$ cat src/hdl/uer_pkg.sv
`timescale 1ns / 1ps

package uer_pkg;

  // Register indexes (byte address = 4 * index)
  typedef enum logic [1:0] {
    REG_READY_TIMEOUT = 2'd0,
    REG_ECHO_TIMEOUT  = 2'd1,
    REG_TRIG_SETTLE   = 2'd2,
    REG_TRIG_HIGH     = 2'd3
  } reg_idx_t;

  localparam logic [15:0] READY_TIMEOUT_RST = 16'd1000;
  localparam logic [15:0] ECHO_TIMEOUT_RST  = 16'd30000;
  localparam logic [7:0]  TRIG_SETTLE_RST   = 8'd2;
  localparam logic [7:0]  TRIG_HIGH_RST     = 8'd10;

  // Status codes
  localparam logic [2:0] ST_NONE       = 3'd0;
  localparam logic [2:0] ST_SUCCESS    = 3'd1;
  localparam logic [2:0] ST_STUCK_HIGH = 3'd2;
  localparam logic [2:0] ST_NO_ECHO    = 3'd3;
  localparam logic [2:0] ST_TOO_LONG   = 3'd4;

  // floor(x / 58) = (x * 36158) >> 21 for every 16-bit x
  localparam logic [15:0] DIV58_RECIP = 16'd36158;
  localparam int          DIV58_SHIFT = 21;

  typedef enum logic [5:0] {
    PH_IDLE      = 6'b000001,
    PH_WAIT_LOW  = 6'b000010,
    PH_SETTLE    = 6'b000100,
    PH_TRIG_HIGH = 6'b001000,
    PH_WAIT_HIGH = 6'b010000,
    PH_MEASURE   = 6'b100000
  } phase_t;

  typedef struct packed {
    logic [15:0] ready_timeout_us;
    logic [15:0] echo_timeout_us;
    logic [7:0]  trigger_settle_us;
    logic [7:0]  trigger_high_us;
  } cfg_t;

  typedef struct packed {
    logic [10:0] distance_centimeters;
    logic [2:0]  status;
    logic        busy_res;
    logic        trigger_level;
  } result_t;

endpackage

$ cat src/hdl/uer_regs.sv
`timescale 1ns / 1ps

module uer_regs import uer_pkg::*; (
  input  logic        clk,
  input  logic        rst,
  input  logic        psel,
  input  logic        penable,
  input  logic        pwrite,
  input  logic [3:0]  paddr,
  input  logic [31:0] pwdata,
  output logic [31:0] prdata,
  output logic        pready,
  output cfg_t        cfg
);

  reg_idx_t idx;

  assign idx    = reg_idx_t'(paddr[3:2]);
  assign pready = 1'b1;

  always_ff @(posedge clk) begin
    if (rst) begin
      cfg.ready_timeout_us  <= READY_TIMEOUT_RST;
      cfg.echo_timeout_us   <= ECHO_TIMEOUT_RST;
      cfg.trigger_settle_us <= TRIG_SETTLE_RST;
      cfg.trigger_high_us   <= TRIG_HIGH_RST;
    end else if (psel && penable && pwrite) begin
      unique case (idx)
        REG_READY_TIMEOUT: cfg.ready_timeout_us  <= pwdata[15:0];
        REG_ECHO_TIMEOUT:  cfg.echo_timeout_us   <= pwdata[15:0];
        REG_TRIG_SETTLE:   cfg.trigger_settle_us <= pwdata[7:0];
        REG_TRIG_HIGH:     cfg.trigger_high_us   <= pwdata[7:0];
        default: ;
      endcase
    end
  end

  always_comb begin
    unique case (idx)
      REG_READY_TIMEOUT: prdata = {16'd0, cfg.ready_timeout_us};
      REG_ECHO_TIMEOUT:  prdata = {16'd0, cfg.echo_timeout_us};
      REG_TRIG_SETTLE:   prdata = {24'd0, cfg.trigger_settle_us};
      REG_TRIG_HIGH:     prdata = {24'd0, cfg.trigger_high_us};
      default:           prdata = 32'd0;
    endcase
  end

endmodule

$ cat src/hdl/uer_core.sv
`timescale 1ns / 1ps

module uer_core import uer_pkg::*; (
  input  logic    clk,
  input  logic    rst,
  input  logic    step,
  input  cfg_t    cfg,
  input  logic    start_request,
  input  logic    echo_level,
  output result_t res
);

  phase_t      phase, phase_next;
  logic [15:0] tick_count, tick_count_next;
  logic [15:0] tick_inc;
  logic [31:0] div_prod;
  logic [2:0]  status;
  logic        take_dist;

  assign tick_inc = tick_count + 16'd1;
  assign div_prod = {16'd0, tick_count} * {16'd0, DIV58_RECIP};

  always_comb begin
    phase_next      = phase;
    tick_count_next = tick_count;
    status          = ST_NONE;
    take_dist       = 1'b0;
    unique case (phase)
      PH_IDLE: begin
        if (start_request) begin
          phase_next      = PH_WAIT_LOW;
          tick_count_next = 16'd0;
        end
      end
      PH_WAIT_LOW: begin
        if (!echo_level) begin
          phase_next      = (cfg.trigger_settle_us == 8'd0) ? PH_TRIG_HIGH : PH_SETTLE;
          tick_count_next = 16'd1;
        end else if (tick_inc >= cfg.ready_timeout_us) begin
          phase_next      = PH_IDLE;
          tick_count_next = 16'd0;
          status          = ST_STUCK_HIGH;
        end else begin
          tick_count_next = tick_inc;
        end
      end
      PH_SETTLE: begin
        if (tick_count >= {8'd0, cfg.trigger_settle_us}) begin
          phase_next      = PH_TRIG_HIGH;
          tick_count_next = 16'd1;
        end else begin
          tick_count_next = tick_inc;
        end
      end
      PH_TRIG_HIGH: begin
        if (tick_count >= {8'd0, cfg.trigger_high_us}) begin
          phase_next      = PH_WAIT_HIGH;
          tick_count_next = 16'd0;
        end else begin
          tick_count_next = tick_inc;
        end
      end
      PH_WAIT_HIGH: begin
        if (echo_level) begin
          // first high sample counts as one tick of width
          if (cfg.echo_timeout_us == 16'd0) begin
            phase_next      = PH_IDLE;
            tick_count_next = 16'd0;
            status          = ST_TOO_LONG;
          end else begin
            phase_next      = PH_MEASURE;
            tick_count_next = 16'd1;
          end
        end else if (tick_inc >= cfg.echo_timeout_us) begin
          phase_next      = PH_IDLE;
          tick_count_next = 16'd0;
          status          = ST_NO_ECHO;
        end else begin
          tick_count_next = tick_inc;
        end
      end
      PH_MEASURE: begin
        if (!echo_level) begin
          phase_next      = PH_IDLE;
          tick_count_next = 16'd0;
          status          = ST_SUCCESS;
          take_dist       = 1'b1;
        end else if (tick_count >= cfg.echo_timeout_us) begin
          phase_next      = PH_IDLE;
          tick_count_next = 16'd0;
          status          = ST_TOO_LONG;
        end else begin
          tick_count_next = tick_inc;
        end
      end
      default: begin
        phase_next      = PH_IDLE;
        tick_count_next = 16'd0;
      end
    endcase
  end

  always_comb begin
    res.trigger_level        = (phase_next == PH_TRIG_HIGH);
    res.busy_res             = (phase_next != PH_IDLE);
    res.status               = status;
    res.distance_centimeters = take_dist ? div_prod[DIV58_SHIFT +: 11] : 11'd0;
  end

  always_ff @(posedge clk) begin
    if (rst) begin
      phase      <= PH_IDLE;
      tick_count <= 16'd0;
    end else if (step) begin
      phase      <= phase_next;
      tick_count <= tick_count_next;
    end
  end

endmodule

$ cat src/hdl/ultrasonic_echo_ranger.sv
`timescale 1ns / 1ps

// Ultrasonic echo ranger: trigger/echo sequencer for an HC-SR04 style sensor.
// Input stream: one transfer per microsecond tick carrying the start request
// and the sampled echo level. Output stream: exactly one transfer per input
// transfer, giving the trigger pin level, busy flag, a status code (non-zero
// only on the tick a measurement ends) and the distance in cm (echo width / 58,
// non-zero only on success).
// Path: an input transfer lands in the input register and is stepped through
// the sequencer into the output register, whose contents drive the output.
// One transfer per cycle sustained while m_tready stays high; the only
// per-item work is one sequencer step plus a 16x16 reciprocal multiply, both
// combinational between the two registers.
// Stall: while the output register is full and m_tready is low, the input
// register holds its item and s_tready falls once it is occupied; nothing is
// dropped and the sequencer only advances when an item moves on.
// Reset (rst, synchronous): both registers empty, sequencer idle, timing
// registers back to 1000 / 30000 / 2 / 10. Registers are written over the APB
// port at 4*index; they should only be changed while the block is idle.

module ultrasonic_echo_ranger import uer_pkg::*; (
  input  logic        clk,
  input  logic        rst,
  input  logic        s_tvalid,
  output logic        s_tready,
  input  logic [7:0]  s_tdata,   // [0] start_request, [1] echo_level, rest zero
  output logic        m_tvalid,
  input  logic        m_tready,
  output logic [15:0] m_tdata,   // [0] trigger_level, [1] busy_res, [4:2] status,
                                 // [15:5] distance_centimeters
  input  logic        psel,
  input  logic        penable,
  input  logic        pwrite,
  input  logic [3:0]  paddr,
  input  logic [31:0] pwdata,
  output logic [31:0] prdata,
  output logic        pready
);

  cfg_t    cfg;
  result_t res;
  result_t out_res;
  logic    in_vld;
  logic    in_start;
  logic    in_echo;
  logic    step;

  uer_regs u_regs (
    .clk     (clk),
    .rst     (rst),
    .psel    (psel),
    .penable (penable),
    .pwrite  (pwrite),
    .paddr   (paddr),
    .pwdata  (pwdata),
    .prdata  (prdata),
    .pready  (pready),
    .cfg     (cfg)
  );

  // an item moves from the input register into the output register
  assign step     = in_vld && (!m_tvalid || m_tready);
  assign s_tready = !in_vld || step;

  always_ff @(posedge clk) begin
    if (rst) begin
      in_vld <= 1'b0;
    end else if (s_tready) begin
      in_vld <= s_tvalid;
    end
  end

  always_ff @(posedge clk) begin
    if (s_tready && s_tvalid) begin
      in_start <= s_tdata[0];
      in_echo  <= s_tdata[1];
    end
  end

  uer_core u_core (
    .clk           (clk),
    .rst           (rst),
    .step          (step),
    .cfg           (cfg),
    .start_request (in_start),
    .echo_level    (in_echo),
    .res           (res)
  );

  always_ff @(posedge clk) begin
    if (rst) begin
      m_tvalid <= 1'b0;
    end else if (step) begin
      m_tvalid <= 1'b1;
    end else if (m_tready) begin
      m_tvalid <= 1'b0;
    end
  end

  always_ff @(posedge clk) begin
    if (step) begin
      out_res <= res;
    end
  end

  assign m_tdata = out_res;

endmodule
$ cat config.mk
export PLATFORM = sky130hd
export DESIGN_NAME = ultrasonic_echo_ranger
export DESIGN_NICKNAME = d
export VERILOG_FILES = /design/src/hdl/uer_pkg.sv /design/src/hdl/uer_regs.sv /design/src/hdl/uer_core.sv /design/src/hdl/ultrasonic_echo_ranger.sv
export SDC_FILE = /design/constraint.sdc
export NUM_CORES = 1
export LEC_CHECK = 0
export ABC_CLOCK_PERIOD_IN_PS = 16650
export BUFFER_PORTS_ARGS = -buffer_cell sky130_fd_sc_hd__buf_2
export CAP_MARGIN = 30
export CORE_MARGIN = 1
export CORE_UTILIZATION = 28
export DETAILED_ROUTE_END_ITERATION = 12
export PLACE_DENSITY_LB_ADDON = 0.15
export SYNTH_ARGS = -nofsm -noshare
export SYNTH_HDL_FRONTEND = slang
export SYNTH_SLANG_ARGS = --single-unit
$ cat constraint.sdc
create_clock -name clk -period 16.65 [get_ports clk]
set_input_delay 3.33 -clock clk [delete_from_list [all_inputs] [get_ports clk]]
set_output_delay 3.33 -clock clk [all_outputs]
set_load 0.005 [all_outputs]
# Word-level counts from Yosys, hierarchy flattened
# Index checks and enable logic that the tools add are counted.
# totals
out_inout_bits,51
wordCells,86
reg_bits,90
in_bits,51
# op_classes
magnitude_cmp,5
n_mul,1
n_mux,36
reduce_logical,17
n_addsub,1
n_eq_ne,12
# op_table
cell,count
two-way mux 16 bit,9
one-hot mux 32 bit (4 select lines),1
one-hot mux 16 bit (6 select lines),1
two-way mux 6 bit,10
>= comparator 16 bit,3
one-hot mux 6 bit (6 select lines),1
>= comparator 16 x 8 -> 1 bit,2
multiplier 16 x 15 -> 31 bit (second input constant),1
adder 16 x 1 -> 16 bit (second input constant),1
zero test 16 bit,1
two-way mux 3 bit,5
equality test 6 x 4 -> 1 bit (second input constant),2
AND reduction 2 bit,5
one-hot mux 3 bit (3 select lines),1
zero test 8 bit,1
equality test 6 x 1 -> 1 bit (second input constant),1
equality test 6 x 2 -> 1 bit (second input constant),1
equality test 6 x 3 -> 1 bit (second input constant),1
equality test 6 x 5 -> 1 bit (second input constant),1
equality test 6 bit (second input constant),1
!= test 6 x 1 -> 1 bit (second input constant),1
two-way mux 1 bit,5
equality test 2 bit (second input constant),2
logical AND 1 bit,4
other kinds (8),11

# Longest topological paths before layout
# depth
word_depth,6
ltp_mapped,21
depth_no_buf,21

# By module
# A second synthesis with hierarchy kept.
# unflattened
cells_unflattened,1134
area_unflattened_um2,10637.7
# by_module_without_submodules
module,area_per_inst_um2,instances,seq_area_each_um2,cells_each
uer_core,7544.7,1,440.4,858
uer_regs,2448.6,1,960.9,248
ultrasonic_echo_ranger,644.4,1,580.6,28

# Worst setup path before layout
# Ideal clock, no wire load.
# synth_timing
path_type,input to output
startpoint,input paddr[2]
endpoint,output prdata[2]
t_arrival_ns,4.549
stages,3
path_buffers,2
path_slack_ns,8.771
required_ns,13.320
path_cell_list,buf_1 -> buf_1 -> mux4_2
# synth_via
elab_chain_cells,2
word_cells_on_any_way,5
classes_between,eq/ne: 3; mux: 1; reduce/logical: 1
# synth_rtl
item,line,source
"start, declared",ultrasonic_echo_ranger.sv:34,"input logic [3:0] paddr,"
"equality test 2 bit, or another cell as far along",uer_regs.sv:39,unique case (idx)
one-hot mux 32 bit (4 select lines) *,uer_regs.sv:39,
"end, declared",ultrasonic_echo_ranger.sv:36,"output logic [31:0] prdata,"
# Every way passes the cells marked *; elsewhere a longest branch is shown, timed or not. The select of a mux whose other input is x is not followed.

# Final worst setup path
# layout_timing
startpoint,input paddr[2]
endpoint,output prdata[6]
# The elaborated chain is that of the path after synthesis.

==> results.md <==
- Top post-synthesis cells by count: ha_1, inv_1, nand2_1
- PD cells: 43.77 mW/mm2
- Fin crit period: 7.942 ns
- CTS Sinks: 90
- Synth area leaders: ha_1, fa_1, dfxtp_1
- Setup-failing EPs final: 0
- Setup TNS: 0 ns
- Total of max-cap violations: 0
- Slew headroom: 36.33%
- Leading area contributor after synthesis: ha_1
- Initial Util: 28.71%
- Total wire length: 27,860 um
- Worst hold stages: 2
- Max clock buf depth: 2
- Avg Inst Size Synth: 9.151 um2
- Via count: 7,742
- CTS root buf: clkbuf_16
- PostCTS Resize Cnt: 0
- H-tree Lvls: 3
- Number of fill cells: 3,787
- Share of layout cells above drive strength 1: 8.581%
- Worst Setup SP: paddr[2]
- Total global-route track usage: 15.57%
- TritonCTS clock tree: done
- Fmax: 125.9 MHz
- Worst setup SP type: primary input
- Largest net degree at the start of global routing: 57
- Initial antenna violation count: 0
- Final cell count without fillers: 1,638
- Worst path arrival time: 4.61 ns
- Critical path's slowest cell: mux4_2
- Die area: 0.03751 mm2
- GPL Wtd Cong: 0.7870
- Crit share post-route: 47.70%
- RSZ-0062 raised after global routing: no
- Syn Inst Count: 1,124
- Ports: 102
- Drt first pass iters: 6
- Top FF cell, synth: dfxtp_1
- Cells along the critical path: buf_2 > mux4_2 > buf_2
- Worst Tran Pin Value: 0.9519 ns
- DP HPWL: 22,370 um
- Clock slew at reported path FFs: 0.06 ns
- Leakage: 6.004 nW
- Vias per cell: 4.726
- Die Width: 193.7 um
- Global-route wire length before repair: 45,480 um
- DRC: 0
- Cell count after placement: 1,622
- Drt initial violations: 275
- Area Overhead vs Synth: 10.27%
- Synthesized area: 0.01029 mm2
- NumNets Final: 1,496
- Top cell by count, worst path: buf_2
- Die span in y: 193.7 um
- Antenna-violating nets left: 0
- Num rows: 69
- Inserted Diodes: 0
- Fin. Hold Viols: 0
- Worst setup EP type: output pin
- Multi-input logic area: 0.007502 mm2
- Peak supply drop: 0.04212 mV
- Critical path's largest stage delay: 0.61 ns
- Synth warn: 0
- #FFs+latches synth: 90
- Worst R2R Path Depth: 20
- Number of synthesized flops with an enable pin: 18
- Worst Path Max Fanout: 22
- Worst Hold Launch: u_regs.cfg[36]
- Async SR Flop Fraction: 0%
- Vias in the first global route: 8,024
- Run status: complete, no violations
- Post-synthesis sequential area ratio: 19.27%
- Critical path class: in2out
- Hold Path Class: reg2reg
- Slew Viols, Final: 0
- Sequential Area: 0.001982 mm2
- Most common cell in the netlist: ha_1
- Post-synth cell types: 64
- Port bufs: 60
- GR Overflow Total: 0
- Synth top area share: 23.96%
- Hold buffers post-CTS: 0
- Clock skew: 0.01526 ns
- Post-DR wirelength/cell: 17.01 um
- Placeable Area: 0.03583 mm2
- Skew-Pair Late Insertion Delay: 0.37 ns
- Critical path data required time: 13.32 ns
- Worst r2r src: u_core.tick_count[13]
- Num CTS Buffers: 9
- Post-CTS Setup Inserts: 0
## path summary, 6_finish.rpt
kind                     to  slack (ns)
max               prdata[6]        8.71
min          u_regs.cfg[36]        0.48
max reg2reg     m_tdata[14]       10.26
min reg2reg  u_regs.cfg[36]        0.48
## critical path, delay by kind of cell
kind / cells / cell delay, ns
buffers and inverters: 2 / 0.67
muxes: 1 / 0.61
## sequential cells by signal, indices dropped and copies added (netlist names)
| signal | count |
|---|---|
| in_echo | 1 |
| in_start | 1 |
| m_tdata | 16 |
| m_tvalid | 1 |
| u_core.tick_count | 16 |
| u_core.phase | 6 |
| u_regs.cfg | 48 |
| in_vld | 1 |
## per-layer routing
metal	wire length, um	GRT usage (%)	vias to the layer above
met4	535	4.119	0
met1	13310	20.82	3714
met3	882	2.661	23
met2	13130	25.81	103
li1	-	-	3902
met5	0	0	-
## power breakdown
group	switching [mW]	internal (mW)
Combinational	0.0284	0.0167
Clock	0.0989	0.122
Sequential	0.00405	0.227
## area by class of cell
cell class	instances	area share (%)
Clock inverter	5	0.5295
Clock buffer	11	2.140
Timing Repair Buffer	66	3.100
Multi-Input combinational cell	838	66.14
Tap cell	461	5.086
Inverter	167	5.527
Sequential cell	90	17.47
## through the flow
step                hold WS [ns]  setup WS, ns  power (mW)  utilization, %  cell area, um2
finish                    0.4813         8.708      0.4964           31.66           11340
global route              0.5059         8.643      0.5172           31.66           11340
CTS                       0.4831         8.694      0.5054           31.66           11340
detailed placement        0.4711         8.690      0.2814           30.81           11040
global placement          0.4613         8.694      0.2809           30.73           11010
floorplan                 0.4463         8.771      0.2645               -           10340
## kinds of logic after synthesis
kind of cell,after synthesis,synth area share [%]
AND/OR/NAND/NOR,278,13.47
flip-flops,90,19.27
buffers and inverters,211,8.454
other,2,0.07301
XOR/XNOR,44,3.747
adder cells (fa/ha/maj),273,38.75
multiplexers,31,3.990
AO/OA/AOI/OAI,195,12.25
## placed cells by master (no fill, tap or decap), types with 5 or more instances in the layout
master and count:
buf_2 60, nand4_1 15, clkbuf_16 9, dfxtp_1 72
o21ai_0 31, nand2_1 97, and4_1 8, a211oi_1 7
mux2i_1 23, nor2b_1 5, mux4_2 8, nand2b_1 8
a21oi_1 71, and2_1 16, nor4_1 7, nor3_1 11
nor2_1 59, and3_1 7, nand3b_1 6, o21a_1 11
edfxtp_1 18, inv_1 166, fa_1 76, nand3_1 21
ha_1 197, xor2_1 27, xnor2_1 17, conb_1 17
o211ai_1 16, a21o_1 20
(Power assumes the default switching activity.)
